[src/design/fcs_pkg.sv]
package fcs_pkg;

    localparam int POS_W = 17;
    localparam int SIZE_W = POS_W + 1;
    localparam int LEN_W = 16;
    localparam int CFG_INDEX_W = 8;

    localparam logic [POS_W-1:0] POS_MAX = {POS_W{1'b1}};

    // byte positions inside a frame
    localparam logic [POS_W-1:0] POS_HEADER = 17'd0;
    localparam logic [POS_W-1:0] POS_CODE = 17'd1;
    localparam logic [POS_W-1:0] POS_NUMBER = 17'd2;
    localparam logic [POS_W-1:0] POS_COUNTER = 17'd3;
    localparam logic [POS_W-1:0] POS_LEN_HI = 17'd4;
    localparam logic [POS_W-1:0] POS_LEN_LO = 17'd5;
    localparam logic [POS_W-1:0] POS_PAYLOAD = 17'd6;

    // sum starts adding lagged bytes once this position is reached
    localparam logic [POS_W-1:0] POS_SUM_START = 17'd3;

    localparam logic [SIZE_W-1:0] MIN_FRAME = 18'd8;

    localparam logic [7:0] HEADER_RESET = 8'hAA;
    localparam logic [7:0] TAIL_RESET = 8'h55;

    localparam logic [CFG_INDEX_W-1:0] REG_HEADER = 8'd0;
    localparam logic [CFG_INDEX_W-1:0] REG_TAIL = 8'd1;

    localparam logic KIND_PAYLOAD = 1'b0;
    localparam logic KIND_STATUS = 1'b1;

    typedef enum logic [2:0] {
        ST_OK = 3'd0,
        ST_TOO_SHORT = 3'd1,
        ST_BAD_HEADER = 3'd2,
        ST_BAD_TAIL = 3'd3,
        ST_LEN_MISMATCH = 3'd4,
        ST_BAD_CHECKSUM = 3'd5
    } fcs_status_t;

    // packed so that payload_byte sits in the lowest bits
    typedef struct packed {
        logic [4:0]       pad;
        logic [7:0]       received_sum;
        logic [LEN_W-1:0] payload_length;
        logic [7:0]       frame_counter;
        logic [7:0]       frame_number;
        logic [7:0]       ctrl_byte;
        fcs_status_t      status;
        logic [7:0]       payload_byte;
    } fcs_fields_t;

    typedef struct packed {
        logic        kind;
        fcs_fields_t fields;
    } fcs_result_t;

endpackage

[src/design/fcs_parser.sv]
module fcs_parser
    import fcs_pkg::*;
(
    input  logic                   aclk,
    input  logic                   aresetn,
    input  logic                   cfg_valid,
    input  logic [CFG_INDEX_W-1:0] cfg_index,
    input  logic [7:0]             cfg_data,
    input  logic                   beat_accept,
    input  logic [7:0]             rx_byte,
    input  logic                   end_of_buffer,
    output logic                   res_valid,
    output fcs_result_t            res_data
);

    logic [7:0]       header_value_reg;
    logic [7:0]       tail_value_reg;

    logic [POS_W-1:0] pos_reg, pos_next;
    logic             hdr_ok_reg, hdr_ok_next;
    logic [7:0]       code_reg, code_next;
    logic [7:0]       number_reg, number_next;
    logic [7:0]       count_reg, count_next;
    logic [LEN_W-1:0] len_reg, len_next;
    logic [7:0]       sum_reg, sum_next;
    logic [7:0]       lag0_reg, lag0_next;
    logic [7:0]       lag1_reg, lag1_next;
    logic [7:0]       chk_reg, chk_next;

    logic [POS_W-1:0]  chk_pos;
    logic [SIZE_W-1:0] size;
    logic              in_payload;
    fcs_status_t       status;

    always_comb begin
        hdr_ok_next = hdr_ok_reg;
        code_next = code_reg;
        number_next = number_reg;
        count_next = count_reg;
        len_next = len_reg;

        unique case (pos_reg)
            POS_HEADER:  hdr_ok_next = (rx_byte == header_value_reg);
            POS_CODE:    code_next = rx_byte;
            POS_NUMBER:  number_next = rx_byte;
            POS_COUNTER: count_next = rx_byte;
            POS_LEN_HI:  len_next = {rx_byte, 8'h00};
            POS_LEN_LO:  len_next = {len_reg[15:8], rx_byte};
            default:     ;
        endcase

        // length is settled once the payload region is reached
        chk_pos = {1'b0, len_reg} + POS_PAYLOAD;
        chk_next = (pos_reg >= POS_PAYLOAD && pos_reg == chk_pos) ? rx_byte : chk_reg;
        sum_next = (pos_reg >= POS_SUM_START) ? sum_reg + lag1_reg : sum_reg;
        lag1_next = lag0_reg;
        lag0_next = rx_byte;

        in_payload = hdr_ok_next && (pos_reg >= POS_PAYLOAD) && (pos_reg < chk_pos);
        pos_next = (pos_reg == POS_MAX) ? pos_reg : pos_reg + 17'd1;

        size = {1'b0, pos_reg} + 18'd1;
        priority if (size < MIN_FRAME) begin
            status = ST_TOO_SHORT;
        end else if (!hdr_ok_next) begin
            status = ST_BAD_HEADER;
        end else if (rx_byte != tail_value_reg) begin
            status = ST_BAD_TAIL;
        end else if (size < ({2'b00, len_next} + MIN_FRAME)) begin
            status = ST_LEN_MISMATCH;
        end else if (sum_next != chk_next) begin
            status = ST_BAD_CHECKSUM;
        end else begin
            status = ST_OK;
        end

        res_data = '0;
        if (end_of_buffer) begin
            res_valid = beat_accept;
            res_data.kind = KIND_STATUS;
            res_data.fields.status = status;
            res_data.fields.ctrl_byte = code_next;
            res_data.fields.frame_number = number_next;
            res_data.fields.frame_counter = count_next;
            res_data.fields.payload_length = len_next;
            res_data.fields.received_sum = chk_next;
        end else begin
            res_valid = beat_accept && in_payload;
            res_data.kind = KIND_PAYLOAD;
            res_data.fields.payload_byte = rx_byte;
        end
    end

    always_ff @(posedge aclk) begin
        if (!aresetn) begin
            header_value_reg <= HEADER_RESET;
            tail_value_reg <= TAIL_RESET;
        end else if (cfg_valid) begin
            if (cfg_index == REG_HEADER) begin
                header_value_reg <= cfg_data;
            end
            if (cfg_index == REG_TAIL) begin
                tail_value_reg <= cfg_data;
            end
        end
    end

    always_ff @(posedge aclk) begin
        if (!aresetn || (beat_accept && end_of_buffer)) begin
            // frame state starts over after every end result
            pos_reg <= '0;
            hdr_ok_reg <= 1'b0;
            code_reg <= '0;
            number_reg <= '0;
            count_reg <= '0;
            len_reg <= '0;
            sum_reg <= '0;
            lag0_reg <= '0;
            lag1_reg <= '0;
            chk_reg <= '0;
        end else if (beat_accept) begin
            pos_reg <= pos_next;
            hdr_ok_reg <= hdr_ok_next;
            code_reg <= code_next;
            number_reg <= number_next;
            count_reg <= count_next;
            len_reg <= len_next;
            sum_reg <= sum_next;
            lag0_reg <= lag0_next;
            lag1_reg <= lag1_next;
            chk_reg <= chk_next;
        end
    end

endmodule

[src/design/fcs_out_buf.sv]
module fcs_out_buf
    import fcs_pkg::*;
(
    input  logic        aclk,
    input  logic        aresetn,
    input  logic        in_valid,
    input  fcs_result_t in_data,
    output logic        in_ready,
    output logic        out_valid,
    output fcs_result_t out_data,
    input  logic        out_ready
);

    logic        main_valid_reg, main_valid_next;
    logic        skid_valid_reg, skid_valid_next;
    fcs_result_t main_data_reg, main_data_next;
    fcs_result_t skid_data_reg, skid_data_next;

    assign in_ready = !skid_valid_reg;
    assign out_valid = main_valid_reg;
    assign out_data = main_data_reg;

    always_comb begin
        main_valid_next = main_valid_reg;
        main_data_next = main_data_reg;
        skid_valid_next = skid_valid_reg;
        skid_data_next = skid_data_reg;
        if (!main_valid_reg || out_ready) begin
            if (skid_valid_reg) begin
                // no new beat can arrive while the skid slot is full
                main_valid_next = 1'b1;
                main_data_next = skid_data_reg;
                skid_valid_next = 1'b0;
            end else begin
                main_valid_next = in_valid;
                main_data_next = in_data;
            end
        end else if (in_valid) begin
            skid_valid_next = 1'b1;
            skid_data_next = in_data;
        end
    end

    always_ff @(posedge aclk) begin
        if (!aresetn) begin
            main_valid_reg <= 1'b0;
            skid_valid_reg <= 1'b0;
        end else begin
            main_valid_reg <= main_valid_next;
            skid_valid_reg <= skid_valid_next;
        end
        main_data_reg <= main_data_next;
        skid_data_reg <= skid_data_next;
    end

endmodule

[src/design/frame_checker_with_sum_checksum_top.sv]
// Frame checker: takes a received buffer one byte per beat (tlast on the last byte)
// and checks header, tail, length and an 8-bit additive checksum over bytes 1 to
// size-3. Payload bytes of a frame whose header matched leave as kind-0 beats
// (m_tuser = 0); the last byte of the buffer yields one kind-1 beat with the
// status and the header fields. One byte is accepted every clock cycle while
// s_tready is high; results are registered in the output buffer. The per-byte
// update is a checksum add plus position compares on the frame state registers,
// and a two-entry output buffer keeps s_tready high until its skid entry fills.
// Header and tail bytes are set through the cfg port (index 0 and 1), which is
// always ready and should be written only while no frame is in flight.
module frame_checker_with_sum_checksum_top
    import fcs_pkg::*;
(
    input  logic                   aclk,
    input  logic                   aresetn,

    input  logic                   cfg_valid,
    output logic                   cfg_ready,
    input  logic [CFG_INDEX_W-1:0] cfg_index,
    input  logic [7:0]             cfg_data,

    input  logic                   s_tvalid,
    output logic                   s_tready,
    input  logic [7:0]             s_tdata,   // rx_byte
    input  logic                   s_tlast,   // end_of_buffer

    output logic                   m_tvalid,
    input  logic                   m_tready,
    // payload_byte[7:0], status[10:8], ctrl_byte[18:11], frame_number[26:19],
    // frame_counter[34:27], payload_length[50:35], received_sum[58:51], zero[63:59]
    output logic [63:0]            m_tdata,
    output logic                   m_tuser    // kind
);

    logic        beat_accept;
    logic        res_valid;
    fcs_result_t res_data;
    fcs_result_t out_data;

    assign cfg_ready = 1'b1;
    assign beat_accept = s_tvalid && s_tready;

    fcs_parser u_parser (
        .aclk          (aclk),
        .aresetn       (aresetn),
        .cfg_valid     (cfg_valid),
        .cfg_index     (cfg_index),
        .cfg_data      (cfg_data),
        .beat_accept   (beat_accept),
        .rx_byte       (s_tdata),
        .end_of_buffer (s_tlast),
        .res_valid     (res_valid),
        .res_data      (res_data)
    );

    fcs_out_buf u_out_buf (
        .aclk      (aclk),
        .aresetn   (aresetn),
        .in_valid  (res_valid),
        .in_data   (res_data),
        .in_ready  (s_tready),
        .out_valid (m_tvalid),
        .out_data  (out_data),
        .out_ready (m_tready)
    );

    assign m_tdata = out_data.fields;
    assign m_tuser = out_data.kind;

endmodule
[config.mk]
export PLATFORM = sky130hd
export DESIGN_NAME = frame_checker_with_sum_checksum_top
export DESIGN_NICKNAME = d
export VERILOG_FILES = /design/src/design/fcs_pkg.sv /design/src/design/fcs_parser.sv /design/src/design/fcs_out_buf.sv /design/src/design/frame_checker_with_sum_checksum_top.sv
export SDC_FILE = /design/constraint.sdc
export NUM_CORES = 1
export LEC_CHECK = 0
export BUFFER_PORTS_ARGS = -buffer_cell sky130_fd_sc_hd__buf_2
export CAP_MARGIN = 20
export CORE_ASPECT_RATIO = 0.75
export CORE_MARGIN = 4
export CORE_UTILIZATION = 55
export DETAILED_ROUTE_END_ITERATION = 8
export PLACE_DENSITY_LB_ADDON = 0.15
export SLEW_MARGIN = 40
export SYNTH_ARGS = -nofsm -noshare
export SYNTH_HDL_FRONTEND = slang
export SYNTH_SLANG_ARGS = --single-unit
[constraint.sdc]
create_clock -name aclk -period 6.9 [get_ports aclk]
set_clock_uncertainty 0.2 [all_clocks]
set_input_delay 0.69 -clock aclk [delete_from_list [all_inputs] [get_ports aclk]]
set_output_delay 0.69 -clock aclk [all_outputs]
set_load 0.05 [all_outputs]
==> impl_metrics.py <==
metrics = {
    "run_status": {
        "status": "completed",
    },
    "cells_and_area": {
        "final_util_pct": 63.1,
        "nNetsFinal": 1302,
        "final_common_cell": "nand2_1",
        "design_area_um2": 13000,
        "drive_above_1_share_pct": 14.3,
        "diodes": 0,
        "fin_cells": 1522,
        "layout_common_cells": "182 x nand2_1, 126 x nor2_1, 120 x edfxtp_1, 107 x dfxtp_1, 91 x buf_2",
        "syn_to_final_growth_pct": 10.9,
        "fill_cells": 1751,
    },
    "drt": {
        "wl_met3_um": 2090,
        "routed-wl-met2_um": 12700,
        "firstDrtPassIters": 5,
        "vias": 8770,
        "top_layer": "met4",
        "drc_errors": 0,
        "detail-route-antenna-nets": 0,
        "drt-initial-drc-count": 683,
        "wl_um": 29500,
        "wl_per_cell_um": 19.4,
        "drt-met1-wl_um": 14000,
        "viasPerCell": 5.76,
    },
    "die": {
        "die-area_um2": 23700,
        "coreArea_um2": 20600,
        "die_w_um": 176,
        "fp.dieH_um": 134,
        "io_pins": 98,
        "start_util_pct": 56.9,
        "num_rows": 45,
    },
    "placement": {
        "dp_slack_ns": 1.57,
        "placed_cell_area_um2": 12200,
        "gp_congestion": 0.898,
        "hpwl_um": 19500,
        "dpl.cell_count": 1481,
        "placement.io_buffers": 91,
    },
    "power_and_ir_drop": {
        "power_frac_seq_pct": 49.6,
        "p_int_mw": 2.22,
        "clockPowerShare_pct": 40.0,
        "pwr_density_cell_nw_per_um2": 231,
        "p_leak_nw": 5.05,
        "p_total_mw": 3.00,
        "peakVddDrop_mv": 0.169,
        "p_comb_share_pct": 10.4,
        "swShare_pct": 26.0,
        "power.switching_mw": 0.778,
    },
    "synthesis": {
        "yosysWarningCount": 0,
        "syn_area_um2": 11700,
        "synth-edff-count": 120,
        "syn_inst": 1175,
        "ys.flop_type": "edfxtp_1",
        "ys_ff_latch": 228,
        "synth_top_area_share_pct": 30.8,
        "async_flop_share_pct": 0,
        "yosysUniqueCellTypes": 64,
        "synthTopCellsByArea": "edfxtp_1 31%, dfxtp_1 18%, nand2_1 5.8%",
        "ys_seq_area_share_pct": 49.3,
        "synth.avg_cell_area_um2": 9.96,
        "yosysTopAreaCell": "edfxtp_1",
    },
    "setup_path": {
        "cp.arrival_ns": 5.25,
        "cp-start-kind": "flip-flop",
        "path_max_fanout": 14,
        "crit_type": "reg2reg",
        "cp.required_ns": 6.93,
        "ff2ff_path_depth": 17,
        "cp-end-kind": "flip-flop",
    },
    "cts": {
        "clock_latency_ns": 0.51,
        "cts_resized": 0,
        "cts_buffer_depth": 3,
        "path_clk_slew_ns": 0.06,
        "clockRootBuffer": "clkbuf_16",
        "cts.sink_count": 228,
        "ctsHoldBuffers": 0,
        "cts_tree": "yes",
        "cts_buffers": 23,
        "cts.htree.levels": 1,
        "cts_setup_buffers": 0,
    },
    "sta": {
        "drv_slew": 0,
        "tightest_slew_ns": 0.827,
        "layout_setup_ws_ns": 1.68,
        "fin_crit_sh_pct": 75.7,
        "fin_hold_ws_ns": 0.216,
        "setup_tns_ns": 0,
        "maxSlewHeadroom_pct": 44.9,
        "fmax_ghz": 0.192,
        "hold_viol": 0,
        "setup_viol": 0,
        "rsz0062_at_grt": "no",
        "min_period_ns": 5.22,
    },
    "worst_hold_path": {
        "hold_path_class": "in2reg",
        "hold_depth": 3,
    },
    "grt": {
        "grt_overflow": 0,
        "grt_pass1_vias": 8228,
        "track_usage_pct": 24.6,
        "antenna_found_initial": 0,
        "grt_start_max_net_pins": 95,
        "grt_pass1_wl_um": 46400,
    },
    "job": {
        "drv_cap": 0,
    },
}
==> power by group through the flow <==
stage               combinational, mW  sequential (mW)  clock (mW)
finish                          0.312             1.49        1.20
global route                    0.336             1.49        1.27
CTS                             0.311             1.49        1.22
detailed placement              0.310             1.51           0
global placement                0.309             1.51           0
floorplan                       0.145             1.59           0
==> logic make-up (layout without fill, tap and decap cells) <==
group                    after synthesis  after routing  synth area share, %
AND/OR/NAND/NOR                      433            433                 16.9
XOR/XNOR                              76             76                 5.75
AO/OA/AOI/OAI                        210            210                 12.0
adder cells (fa/ha/maj)               48             48                 5.20
multiplexers                          79             79                 6.91
other                                  2              6               0.0642
buffers and inverters                 99            160                 3.94
flip-flops                           228            228                 49.3
==> metal layers <==
metal	global-route usage, %	vias up
met5	0	-
met4	5.15	0
met3	3.27	45
met2	37.2	318
met1	37.9	4154
li1	-	4253
==> worst paths after layout <==
path | from | to | slack [ns]
worst max register to register | u_parser.pos_reg[12] | u_out_buf.out_data[10] | 1.68
worst min register to register | u_parser.lag0_reg[7] | u_parser.lag1_reg[7] | 0.25
worst min-delay path | cfg_data[2] | u_parser.tail_value_reg[2] | 0.22
worst max-delay path | u_parser.pos_reg[12] | u_out_buf.out_data[10] | 1.68
==> cell usage after synthesis (15+ instances only) <==
library cell  instances
edfxtp_1            120
xnor2_1              41
nor3_1               15
nand4_1              15
nor2b_1              21
clkbuf_1             57
nand2_1             182
a21oi_1              64
dfxtp_1             108
ha_1                 47
a211oi_1             22
nor2_1              129
o21ai_0              22
xor2_1               34
o31ai_1              47
mux2i_1              65
==> layout make-up <==
cell class	count	area, um2	share of cell area, %
clock buffer	27	612	4.72
clock inverter	14	106	0.820
inverter	16	60.1	0.463
multi-input combinational	852	5520	42.6
sequential	228	5770	44.4
tap	282	353	2.72
timing repair buffer	103	553	4.26
==> critical path, cell delays in order (launching register included) <==
cell and delay [ns]:
dfxtp_1 0.38, nor3_1 0.45, nand4_2 0.28, nor2_2 0.57, o31ai_2 0.32, a22oi_1 0.47, nor2_2 0.11, nand3_1 0.19
nor3_1 0.09, xor2_1 0.18, ha_1 0.32, nand4_1 0.13, nor4_1 0.39, a221oi_1 0.14, o2111ai_1 0.11, a31oi_1 0.09
nor4_1 0.41, o31ai_1 0.12
(Power assumes the default switching activity.)
